File: src/design/ssw_pkg.sv
// Shared types and constants for the sliding-window transmit block.
// No dependencies; used by every module of the block.
package ssw_pkg;

	localparam int RING_DEPTH = 16;
	localparam int PTR_W      = $clog2(RING_DEPTH);
	localparam int CNT_W      = $clog2(RING_DEPTH + 1);
	localparam int WINDOW_CAP = 16;
	localparam int WIN_W      = 5;
	localparam int QDEPTH     = 2;

	localparam logic [1:0] OP_ENQ    = 2'd0;
	localparam logic [1:0] OP_ACK    = 2'd1;
	localparam logic [1:0] OP_COMMIT = 2'd2;
	localparam logic [1:0] OP_UNUSED = 2'd3;

	localparam logic [1:0] KIND_SYN    = 2'd1;
	localparam logic [1:0] KIND_SYNACK = 2'd2;

	localparam logic [2:0] RK_SEND     = 3'd0;
	localparam logic [2:0] RK_ACK_OK   = 3'd1;
	localparam logic [2:0] RK_ACK_MISS = 3'd2;
	localparam logic [2:0] RK_ENQ      = 3'd3;
	localparam logic [2:0] RK_FULL     = 3'd4;
	localparam logic [2:0] RK_COMMIT   = 3'd5;

	localparam logic [0:0] REG_WINDOW_LIMIT = 1'd0;
	localparam logic [0:0] REG_AUTO_SEND    = 1'd1;

	// command handed from front to back
	typedef struct packed {
		logic [1:0]  op;
		logic [31:0] seq;
		logic [31:0] ack;
		logic [15:0] len;
		logic [1:0]  kind;
		logic        want;
	} cmd_t;

	typedef enum logic [2:0] {
		ST_IDLE,
		ST_ENQ,
		ST_SCAN,
		ST_SLIDE,
		ST_COMMIT,
		ST_STATUS
	} state_t;

	// expected acknowledge of a stored entry
	function automatic logic [31:0] expect_ack(input logic [31:0] seq,
	                                           input logic [15:0] len);
		logic [31:0] inc;
		inc = (len == 16'd0) ? 32'd1 : {16'd0, len};
		return seq + inc;
	endfunction

endpackage

File: src/design/send_sliding_window.sv
// A command may wait in the front queue before its back-end run; an ack scans
// the window one entry a cycle, a slide pops one head entry a cycle, and a
// commit walks the window one entry a cycle, first fixing its size.
// Throughput: one command per its back-end run; a two-entry queue holds
// commands behind it. Reset clears pointers, counts and flags; ring payload
// is not cleared. Results cannot be stalled by the receiver.
// Top level: configuration registers, front queue and back sequencer.
// Depends on ssw_pkg, ssw_front, ssw_back.
module send_sliding_window (
	input  logic        clk,
	input  logic        arst_n,
	input  logic        start,
	output logic        busy,
	input  logic [1:0]  opcode,
	input  logic [31:0] seq_num,
	input  logic [31:0] ack_num,
	input  logic [15:0] payload_len,
	input  logic [1:0]  pkt_kind,
	input  logic        wants_ack,
	input  logic        cfg_we,
	input  logic [0:0]  cfg_index,
	input  logic [4:0]  cfg_data,
	output logic        strobe,
	output logic [2:0]  result_kind,
	output logic [3:0]  slot,
	output logic [31:0] out_seq,
	output logic [31:0] out_ack,
	output logic [15:0] out_len,
	output logic [4:0]  in_window,
	output logic        last
);

	logic [4:0]    limit_q;
	logic          auto_q;
	logic          cmd_valid, cmd_take;
	ssw_pkg::cmd_t cmd;

	// configuration writes
	always_ff @(posedge clk or negedge arst_n) begin
		if (!arst_n) begin
			limit_q <= 5'd16;
			auto_q  <= 1'b1;
		end else if (cfg_we) begin
			unique case (cfg_index)
				ssw_pkg::REG_WINDOW_LIMIT: limit_q <= cfg_data;
				default:                   auto_q  <= cfg_data[0];
			endcase
		end
	end

	ssw_front u_front (
		.clk, .arst_n, .start, .busy, .opcode, .seq_num, .ack_num, .payload_len,
		.pkt_kind, .wants_ack, .cmd_valid, .cmd, .cmd_take
	);

	ssw_back u_back (
		.clk, .arst_n, .cmd_valid, .cmd, .cmd_take,
		.window_limit(limit_q), .auto_send(auto_q),
		.res_valid(strobe), .result_kind, .slot, .out_seq, .out_ack, .out_len,
		.in_window, .last
	);

endmodule

File: src/design/ssw_front.sv
// Front part: accepts commands, drops unused opcodes, queues the rest.
// Depends on ssw_pkg.
module ssw_front (
	input  logic            clk,
	input  logic            arst_n,
	input  logic            start,
	output logic            busy,
	input  logic [1:0]      opcode,
	input  logic [31:0]     seq_num,
	input  logic [31:0]     ack_num,
	input  logic [15:0]     payload_len,
	input  logic [1:0]      pkt_kind,
	input  logic            wants_ack,
	output logic            cmd_valid,
	output ssw_pkg::cmd_t   cmd,
	input  logic            cmd_take
);

	localparam int QP_W = $clog2(ssw_pkg::QDEPTH);

	ssw_pkg::cmd_t     fifo_q [ssw_pkg::QDEPTH];
	logic [QP_W-1:0]   wr_q, rd_q;
	logic [QP_W:0]     cnt_q;
	logic              push, pop;

	assign busy      = (cnt_q == (QP_W+1)'(ssw_pkg::QDEPTH));
	// the unused opcode leaves no trace
	assign push      = start && !busy && (opcode != ssw_pkg::OP_UNUSED);
	assign cmd_valid = (cnt_q != '0);
	assign pop       = cmd_valid && cmd_take;
	assign cmd       = fifo_q[rd_q];

	// store payload
	always_ff @(posedge clk) begin
		if (push) begin
			fifo_q[wr_q] <= '{op: opcode, seq: seq_num, ack: ack_num,
			                  len: payload_len, kind: pkt_kind, want: wants_ack};
		end
	end

	// advance pointers
	always_ff @(posedge clk or negedge arst_n) begin
		if (!arst_n) begin
			wr_q  <= '0;
			rd_q  <= '0;
			cnt_q <= '0;
		end else begin
			if (push) wr_q <= wr_q + 1'b1;
			if (pop)  rd_q <= rd_q + 1'b1;
			cnt_q <= cnt_q + (QP_W+1)'(push) - (QP_W+1)'(pop);
		end
	end

endmodule

File: src/design/ssw_back.sv
// Back part: ring of descriptors, window scan, slide and commit sequencer.
// Depends on ssw_pkg.
module ssw_back (
	input  logic                 clk,
	input  logic                 arst_n,
	input  logic                 cmd_valid,
	input  ssw_pkg::cmd_t        cmd,
	output logic                 cmd_take,
	input  logic [4:0]           window_limit,
	input  logic                 auto_send,
	output logic                 res_valid,
	output logic [2:0]           result_kind,
	output logic [3:0]           slot,
	output logic [31:0]          out_seq,
	output logic [31:0]          out_ack,
	output logic [15:0]          out_len,
	output logic [4:0]           in_window,
	output logic                 last
);

	localparam int PW = ssw_pkg::PTR_W;
	localparam int CW = ssw_pkg::CNT_W;
	localparam int WW = ssw_pkg::WIN_W;

	logic [31:0] mem_seq [ssw_pkg::RING_DEPTH];
	logic [31:0] mem_ack [ssw_pkg::RING_DEPTH];
	logic [15:0] mem_len [ssw_pkg::RING_DEPTH];
	logic [ssw_pkg::RING_DEPTH-1:0] syn_q, need_q, sent_q;

	ssw_pkg::state_t state_q, state_d;
	ssw_pkg::cmd_t   c_q;
	logic [PW-1:0]   head_q;
	logic [CW-1:0]   qcnt_q;
	logic [WW-1:0]   win_q;
	logic [WW-1:0]   idx_q;
	logic [WW-1:0]   wtarget_q;
	logic [2:0]      status_q;

	logic [PW-1:0]   cur;
	logic [PW-1:0]   tail;
	logic [31:0]     r_seq, r_ack;
	logic [15:0]     r_len;
	logic            hit;
	logic [CW-1:0]   wcalc;

	assign cur  = head_q + idx_q[PW-1:0];
	assign tail = head_q + qcnt_q[PW-1:0];
	assign r_seq = mem_seq[cur];
	assign r_ack = mem_ack[cur];
	assign r_len = mem_len[cur];

	// ack match for the entry under the scan pointer
	always_comb begin
		logic eq;
		eq  = (c_q.ack == ssw_pkg::expect_ack(r_seq, r_len));
		hit = need_q[cur] && eq &&
		      ((syn_q[cur] && c_q.kind == ssw_pkg::KIND_SYNACK) || c_q.seq == r_ack);
	end

	// window size for a commit: min(limit, count, cap)
	always_comb begin
		logic [CW:0] m;
		m = ({1'b0, CW'(window_limit)} < {1'b0, qcnt_q}) ?
		    (CW+1)'(window_limit) : {1'b0, qcnt_q};
		if (m > (CW+1)'(ssw_pkg::WINDOW_CAP)) m = (CW+1)'(ssw_pkg::WINDOW_CAP);
		wcalc = m[CW-1:0];
	end

	assign cmd_take = (state_q == ssw_pkg::ST_IDLE) && cmd_valid;

	// next state
	always_comb begin
		state_d = state_q;
		unique case (state_q)
			ssw_pkg::ST_IDLE:   if (cmd_valid) begin
				unique case (cmd.op)
					ssw_pkg::OP_ENQ: state_d = ssw_pkg::ST_ENQ;
					ssw_pkg::OP_ACK: state_d = ssw_pkg::ST_SCAN;
					default:         state_d = ssw_pkg::ST_COMMIT;
				endcase
			end
			ssw_pkg::ST_ENQ:    state_d = (qcnt_q >= CW'(ssw_pkg::RING_DEPTH) || !auto_send) ?
			                             ssw_pkg::ST_STATUS : ssw_pkg::ST_COMMIT;
			ssw_pkg::ST_SCAN: begin
				if (win_q == '0 || qcnt_q == '0 || idx_q >= win_q ||
				    CW'(idx_q) >= qcnt_q) state_d = ssw_pkg::ST_STATUS;
				else if (hit) state_d = (idx_q == '0) ? ssw_pkg::ST_SLIDE
				                                      : ssw_pkg::ST_STATUS;
			end
			ssw_pkg::ST_SLIDE:  if (qcnt_q == '0 || need_q[head_q] || !sent_q[head_q])
				state_d = ssw_pkg::ST_COMMIT;
			ssw_pkg::ST_COMMIT: if (idx_q != '0 && idx_q >= wtarget_q)
				state_d = ssw_pkg::ST_STATUS;
			ssw_pkg::ST_STATUS: state_d = ssw_pkg::ST_IDLE;
			default:            state_d = ssw_pkg::ST_IDLE;
		endcase
	end

	always_ff @(posedge clk or negedge arst_n) begin
		if (!arst_n) state_q <= ssw_pkg::ST_IDLE;
		else         state_q <= state_d;
	end

	// ring payload writes
	always_ff @(posedge clk) begin
		if (state_q == ssw_pkg::ST_ENQ && qcnt_q < CW'(ssw_pkg::RING_DEPTH)) begin
			mem_seq[tail] <= c_q.seq;
			mem_ack[tail] <= c_q.ack;
			mem_len[tail] <= c_q.len;
		end
		if (cmd_take) c_q <= cmd;
	end

	// control state and result register
	always_ff @(posedge clk or negedge arst_n) begin
		if (!arst_n) begin
			head_q <= '0; qcnt_q <= '0; win_q <= '0; idx_q <= '0; wtarget_q <= '0;
			status_q <= ssw_pkg::RK_COMMIT;
			syn_q <= '0; need_q <= '0; sent_q <= '0;
			res_valid <= 1'b0; result_kind <= '0; slot <= '0; out_seq <= '0;
			out_ack <= '0; out_len <= '0; in_window <= '0; last <= 1'b0;
		end else begin
			res_valid <= 1'b0;
			unique case (state_q)
				ssw_pkg::ST_IDLE: begin
					idx_q <= '0;
					status_q <= (cmd.op == ssw_pkg::OP_ACK) ? ssw_pkg::RK_ACK_MISS :
					            (cmd.op == ssw_pkg::OP_ENQ) ? ssw_pkg::RK_ENQ :
					            ssw_pkg::RK_COMMIT;
				end
				ssw_pkg::ST_ENQ: begin
					if (qcnt_q >= CW'(ssw_pkg::RING_DEPTH)) status_q <= ssw_pkg::RK_FULL;
					else begin
						syn_q[tail]  <= (c_q.kind == ssw_pkg::KIND_SYN);
						need_q[tail] <= c_q.want;
						sent_q[tail] <= 1'b0;
						qcnt_q <= qcnt_q + 1'b1;
					end
				end
				ssw_pkg::ST_SCAN: begin
					if (!(win_q == '0 || qcnt_q == '0 || idx_q >= win_q ||
					      CW'(idx_q) >= qcnt_q)) begin
						if (hit) begin
							need_q[cur] <= 1'b0;
							status_q <= ssw_pkg::RK_ACK_OK;
							idx_q <= '0;
						end else idx_q <= idx_q + 1'b1;
					end
				end
				ssw_pkg::ST_SLIDE: begin
					// pop released, sent head entries one a cycle
					if (!(qcnt_q == '0 || need_q[head_q] || !sent_q[head_q])) begin
						head_q <= head_q + 1'b1;
						qcnt_q <= qcnt_q - 1'b1;
						if (win_q != '0) win_q <= win_q - 1'b1;
					end
				end
				ssw_pkg::ST_COMMIT: begin
					// first cycle fixes the window, later ones walk it
					if (idx_q == '0) begin
						wtarget_q <= WW'(wcalc);
						win_q     <= WW'(wcalc);
						idx_q     <= WW'(1);
					end else if (idx_q < wtarget_q + 1'b1) begin
						idx_q <= idx_q + 1'b1;
					end
					if (idx_q != '0 && idx_q <= wtarget_q) begin
						if (!sent_q[head_q + PW'(idx_q - 1'b1)]) begin
							sent_q[head_q + PW'(idx_q - 1'b1)] <= 1'b1;
							res_valid   <= 1'b1;
							result_kind <= ssw_pkg::RK_SEND;
							slot        <= 4'(head_q + PW'(idx_q - 1'b1));
							out_seq     <= mem_seq[head_q + PW'(idx_q - 1'b1)];
							out_ack     <= mem_ack[head_q + PW'(idx_q - 1'b1)];
							out_len     <= mem_len[head_q + PW'(idx_q - 1'b1)];
							in_window   <= win_q;
							last        <= 1'b0;
						end
					end
				end
				ssw_pkg::ST_STATUS: begin
					res_valid   <= 1'b1;
					result_kind <= status_q;
					slot <= '0; out_seq <= '0; out_ack <= '0; out_len <= '0;
					in_window   <= win_q;
					last        <= 1'b1;
				end
				default: ;
			endcase
		end
	end

endmodule

File: config.mk
export PLATFORM = sky130hd
export DESIGN_NAME = send_sliding_window
export DESIGN_NICKNAME = d
export VERILOG_FILES = /design/src/design/ssw_pkg.sv /design/src/design/send_sliding_window.sv /design/src/design/ssw_front.sv /design/src/design/ssw_back.sv
export SDC_FILE = /design/constraint.sdc
export NUM_CORES = 2
export LEC_CHECK = 0
export BUFFER_PORTS_ARGS = -buffer_cell sky130_fd_sc_hd__buf_2
export CORE_AREA = 2 2 703 495
export DETAILED_ROUTE_END_ITERATION = 12
export DIE_AREA = 0 0 705 497
export REMOVE_ABC_BUFFERS = 1
export SYNTH_ARGS = -nofsm -noshare
export SYNTH_HDL_FRONTEND = slang
export SYNTH_SLANG_ARGS = --single-unit
File: constraint.sdc
create_clock -name clk -period 25.3 [get_ports clk]
set_clock_uncertainty 0.2 [all_clocks]
set_input_delay 1.265 -clock clk [delete_from_list [all_inputs] [get_ports clk]]
set_output_delay 1.265 -clock clk [all_outputs]
set_load 0.1 [all_outputs]
== Word level (Yosys, flattened, before mapping) ==
Memory sizes are Yosys's and may differ from the RTL's.
Index checks and enable logic that the tools add are counted.

* Bits in registers: 265
* RAM bits: 1450
* Output and inout bits: 95
* Logic and storage cells: 233
* Memories: 4

{| class="wikitable"
|+ Memory list
! memory !! depth !! bits a word !! read ports !! clocked after memory_dff !! wr ports !! line !! source
|-
| u_back.mem_ack || 16 || 32 || 2 || 0 || 1 || ssw_back.sv:26 || <nowiki>logic [31:0] mem_ack [ssw_pkg::RING_DEPTH];</nowiki>
|-
| u_back.mem_seq || 16 || 32 || 2 || 0 || 1 || ssw_back.sv:25 || <nowiki>logic [31:0] mem_seq [ssw_pkg::RING_DEPTH];</nowiki>
|-
| u_back.mem_len || 16 || 16 || 2 || 0 || 1 || ssw_back.sv:27 || <nowiki>logic [15:0] mem_len [ssw_pkg::RING_DEPTH];</nowiki>
|-
| u_front.fifo_q || 2 || 85 || 1 || 0 || 1 || ssw_front.sv:21 || <nowiki>ssw_pkg::cmd_t fifo_q [ssw_pkg::QDEPTH];</nowiki>
|}

* Add/subtract/negate cells: 15
* Order comparisons: 16
* Equality and inequality tests: 26
* Multiplexer cells: 84
* Bitwise gates (word level): 8
* Reductions and logical operators: 52

{| class="wikitable"
|+ Operator list
! operator !! number
|-
| two-way mux 16 bit || 9
|-
| two-way mux 32 bit || 4
|-
| case mux 32 bit (2 select lines) || 2
|-
| case mux 16 bit (2 select lines) || 3
|-
| two-way mux 5 bit || 13
|-
| equality test 32 bit || 2
|-
| two-way mux 3 bit || 13
|-
| adder 32 bit || 1
|-
| AND 16 bit || 2
|-
| bitwise mux 16 bit || 2
|-
| NOT 16 bit || 2
|-
| case mux 5 bit (2 select lines) || 3
|-
| binary-select mux 1 bit (select 4 bit) || 5
|-
| < comparator 4 x 5 -> 1 bit, second input constant || 4
|-
| AND reduction 4 bit || 5
|-
| two-way mux 1 bit || 17
|-
| logical NOT 16 bit || 1
|-
| inequality test 2 x 1 -> 1 bit, second input constant || 8
|-
| OR 16 bit || 1
|-
| adder 5 x 1 -> 5 bit, second input constant || 3
|-
| >= comparator 5 bit || 3
|-
| logical NOT 5 bit || 3
|-
| case mux 3 bit (5 select lines) || 1
|-
| case mux 5 bit (3 select lines) || 1
|-
| 37 further kinds || 93
|}

== Depth between registers and ports, before layout ==
An unclocked memory read counts as a cell.

* Depth in word-level cells: 11
* Gate-level depth with buffers: 31

== Hierarchy ==
Synthesis repeated with hierarchy kept, for this count alone.

* Cell total of the unflattened synthesis: 4395
* Area, all modules: 79293.5 um^2

{| class="wikitable"
|+ Modules (own cells, without submodules)
! module !! instances !! cells an instance !! area an instance (um^2) !! sequential area each (um^2)
|-
| ssw_back || 1 || 4097 || 72512.0 || 45235.9
|-
| ssw_front || 1 || 284 || 6543.8 || 5205.0
|-
| send_sliding_window || 1 || 14 || 237.7 || 152.6
|}

== Worst setup path after synthesis ==
OpenSTA, ideal clock, no wires.

* Kind: register to register
* From: reg u_back.state_q[0]
* To: reg u_front.cnt_q[1]
* Arrival time: 10360 ps
* Setup slack: 14660 ps
* Stages on the path, launching flop included: 8
* Path buffers: 1
* Period minus slack after synthesis: 10640 ps
* Cell sequence: dfrtp_1 clkbuf_1 nor4_1 ha_1 inv_1 ha_1 xnor2_1 xnor2_1

* Word-level cells in the longest chain between the ends: 4

{| class="wikitable"
|+ Ends and longest elaborated chain
! item !! line !! source
|-
| start, declared || ssw_back.sv:30 || <nowiki>ssw_pkg::state_t state_q, state_d;</nowiki>
|-
| start signal, assigned || ssw_back.sv:100 || <nowiki>if (!arst_n) state_q <= ssw_pkg::ST_IDLE;</nowiki>
|-
| start signal, assigned || ssw_back.sv:101 || <nowiki>else state_q <= state_d;</nowiki>
|-
| logical NOT 3 bit || ssw_back.sv:69 || <nowiki>assign cmd_take = (state_q == ssw_pkg::ST_IDLE) && cmd_valid;</nowiki>
|-
| logical AND 1 bit || ssw_back.sv:69 ||
|-
| net cmd_take || send_sliding_window.sv:35 || <nowiki>logic cmd_valid, cmd_take;</nowiki>
|-
| logical AND 1 bit || ssw_front.sv:30 || <nowiki>assign pop = cmd_valid && cmd_take;</nowiki>
|-
| subtractor 2 x 1 -> 2 bit || ssw_front.sv:50 || <nowiki>cnt_q <= cnt_q + (QP_W+1)'(push) - (QP_W+1)'(pop);</nowiki>
|-
| end signal, assigned || ssw_front.sv:50 ||
|-
| end, declared || ssw_front.sv:23 || <nowiki>logic [QP_W:0] cnt_q;</nowiki>
|}

The timed path passes the listed nets, and every way through them passes these cells.
A chain may end at the register's enable or synchronous reset.

== Worst setup path in the final report ==
* From: reg u_back.head_q[0]
* To: reg u_back.need_q[1] (netlist name)

* Word-level cells in the longest chain between the ends: 10
* Elaborated cells on any way between the ends: 37
* Classes of those cells: add/sub: 3; order compare: 4; eq/ne: 3; mux: 14; bitwise: 2; reduce/logical: 8; memory: 3

{| class="wikitable"
|+ Ends and longest elaborated chain
! item !! line !! source
|-
| start, declared || ssw_back.sv:32 || <nowiki>logic [PW-1:0] head_q;</nowiki>
|-
| start signal, assigned || ssw_back.sv:153 || <nowiki>head_q <= head_q + 1'b1;</nowiki>
|-
| adder 4 bit || ssw_back.sv:46 || <nowiki>assign cur = head_q + idx_q[PW-1:0];</nowiki>
|-
| memory read (16 x 16 bit), or another cell as far along || n/a ||
|-
| logical NOT 16 bit or logical AND 1 bit (tied branches) || ssw_pkg.sv:53, ssw_back.sv:144 ||
|-
| two-way mux 16 bit or two-way mux 1 bit (tied branches) || ssw_pkg.sv:53, ssw_back.sv:144 ||
|-
| adder 32 bit or demux 1 bit (select 4 bit) (tied branches) || n/a ||
|-
| equality test 32 bit or NOT 16 bit (tied branches) || n/a ||
|-
| logical AND 1 bit or AND 16 bit (tied branches) || n/a ||
|-
| logical AND 1 bit or two-way mux 16 bit (tied branches) || ssw_back.sv:56, ssw_back.sv:143 ||
|-
| inequality test 2 x 1 -> 1 bit (no line) or two-way mux 16 bit (tied branches) || n/a ||
|-
| AND reduction 4 bit (no line) or case mux 16 bit (2 select lines) (tied branches) || n/a ||
|-
| end signal, assigned by index || ssw_back.sv:135 || <nowiki>need_q[tail] <= c_q.want;</nowiki>
|-
| end, declared || ssw_back.sv:28 || <nowiki>logic [ssw_pkg::RING_DEPTH-1:0] syn_q, need_q, sent_q;</nowiki>
|}

Several ways; a longest one is shown, not always the timed one. The select of a mux whose other input is x is not followed.

==> run metrics <==
Post-DP HPWL 149000 µm; worst path required time 25.76 ns; port buffer count 189; crit path DAT 10.34 ns; # fillers 34250; Initial DRT Pass Iterations 6; max_slew headroom 15.13%; status finished clean; Placer Congestion 0.9095; vias in the first global route 43990; Synth Area per Inst 18.90 µm²; Cell Area, Synth 78860 µm²; Starting Density 22.99%; fin cells 9031; # Post-CTS Setup Buffers 0; ranking of synthesized cells by area edfxtp_1 58%, mux4_2 21%, dfrtp_1 5.6%, mux2_2 1.7%, nand2_1 1.5%; synthesis warning total 0; die area 350400 µm²; I/O pin count 190; chip width 705 µm; post-cts resize count 0; max-slew violation count 0; worst skew pair latency 0.84 ns; largest net degree at the start of global routing 133; Synth Register Bits 1715; drt initial violations 6446; Placed Cells 8733; antenna viol nets, final 0; clock sink total 1715; Final Hold Fails 0; worst vdd ir 146.0 µV; hold_buf cts 0; die height 497 µm; RSZ-0062 raised after global routing no; CP Launch Type flip-flop; Leak 0.02854 µW; cts bufs inserted 166; Via-to-Cell Ratio 4.953; post-synthesis cell type count 84; # rows 180; layout net count 4511; Max H-tree Level 4; detailed-route via count 44730; CP endpoint kind flip-flop; Max Fclk 101.2 MHz; DRT Wirelength 239800 µm; Remaining Overflow, GRT 0; share of the synthesized area in the top cell type 58.37%; overall routing resource usage 13.25%; sequential share of the synthesized area 64.16%; DR DRC count 0; clock-pin slew on the worst setup and hold paths 0.07 ns; Most used DFF post-synth edfxtp_1; wire length per cell 26.55 µm; min Tclk post-route 9.885 ns; power per cell area 124.3 nW/µm²; Cells after Synth 4173; FFs w/ async S/R, synth 10.61%; Clock Tree Root clkbuf_16; initial antenna violation count 57; core area 343000 µm²; share of cells above drive strength 1 31.79%; largest area contributor in the netlist edfxtp_1; critical path class reg -> reg; critical path peak fanout 52; period utilisation layout 39.07%; worst hold path class in -> async; number of synthesized flops with an enable pin 1533; slew at the pin closest to its max-slew limit 1.270 ns; Layout area overhead 14.73%; first-pass GRT wire length 338300 µm; most instantiated cells after synthesis 1533 x edfxtp_1, 730 x mux4_2, 314 x nand2_1; count leader, synth edfxtp_1; MaxCap Viol Count 0; Final setup viols 0; Longest Clk Path Bufs 4; CTS tree done; Core Util, Final 26.38%
==> registers in the layout (all words and copies together), names as in the netlist, 32 cells and up <==
| name | flops |
|---|---|
| u_back.mem_seq | 512 |
| u_back.out_ack | 32 |
| u_back.c_q | 83 |
| u_front.fifo_q | 170 |
| u_back.mem_len | 256 |
| u_back.mem_ack | 512 |
| u_back.out_seq | 32 |
==> stage by stage <==
stage          power [µW]  setup slack (ns)  hold slack [ns]  setup TNS, ns  instance area [µm²]
2_1_floorplan        8863            -2.477           0.2492        -213.35                77490
3_3_place_gp         8725             15.73           0.2653              0                85100
3_5_place_dp         8765             15.58           0.2718              0                85100
4_1_cts             11320             15.55           0.2242              0                90470
5_1_grt             11750             14.98           0.2561              0                90470
6_report            11240             15.42           0.2356              0                90470
==> cells by family after synthesis <==
family          count (synthesis)  synth area share, %
mux                           960                24.96
xor+xnor                      102                1.152
fa+ha+maj                      65                1.079
buf+inv                       325                2.023
compound gates                398                3.108
flops                        1715                64.16
simple gates                  608                3.521
==> final cells by class <==
type,count,area [µm²],share of cell area [%]
clock inverters,88,859.6,0.9501
diodes,2,5.005,0.005532
multi-input cells,2133,26870,29.70
repair buffers,275,1702,1.881
inverters,60,237.7,0.2628
clock buffers,208,4509,4.984
flip-flops and latches,1715,50600,55.93
well taps,4550,5693,6.292
==> worst max-delay path, stage by stage (launching register included) <==
cell,delay [ns]
dfrtp_1,0.64
ha_1,0.35
fa_4,1.20
buf_4,0.64
buf_4,0.76
mux4_4,0.56
mux4_1,0.60
a31o_2,0.25
ha_1,0.21
fa_1,0.48
a21o_1,0.22
a221oi_1,0.61
and3_1,0.28
o22a_1,0.15
nand4b_1,0.12
nor4_1,0.50
nand4_1,0.17
nand3b_1,0.22
nor4_2,0.46
a21oi_1,0.51
o21ai_0,0.31
o21ai_0,0.13
==> layout by cell type (no fill, tap or decap), drive strengths merged, types with 60 or more instances in the layout <==
| cell | netlist | routed |
|---|---|---|
| nand2 | 315 | 315 |
| dfrtp | 178 | 178 |
| mux2 | 121 | 121 |
| ha | 60 | 60 |
| xnor2 | 75 | 75 |
| edfxtp | 1533 | 1533 |
| inv | 60 | 68 |
| buf | 92 | 275 |
| mux4 | 779 | 779 |
| clkbuf | 172 | 208 |
| o21ai | 186 | 186 |
| mux2i | 60 | 60 |
| nor2 | 86 | 86 |
==> routing by layer <==
| layer | global-route usage [%] | wire length (µm) |
|---|---|---|
| met1 | 19.20 | 101700 |
| met2 | 19.61 | 104800 |
| met3 | 4.219 | 29160 |
| met4 | 2.173 | 4049 |
| met5 | 0 | 34 |
==> report_power, final <==
part           total (µW)  internal, µW  switching [µW]
clock                2540          1430            1110
combinational        4510          1860            2650
sequential           4190          3720             477
total               11200          7010            4230
==> final timing paths <==
check	depth (start not counted)	slack, ns	to	from
setup / recovery	21	15.42	u_back.need_q[1]	u_back.head_q[0]
hold / removal	1	0.24	u_back.out_ack[15]	arst_n
setup reg to reg	21	15.42	u_back.need_q[1]	u_back.head_q[0]
hold reg to reg	1	0.29	u_back.wtarget_q[4]	u_back.wtarget_q[4]
max in group asynchronous	2	23.18	u_back.out_ack[30]	arst_n
min in group clk	1	0.29	u_back.wtarget_q[4]	u_back.wtarget_q[4]
Power figures use the tool's default switching activity.
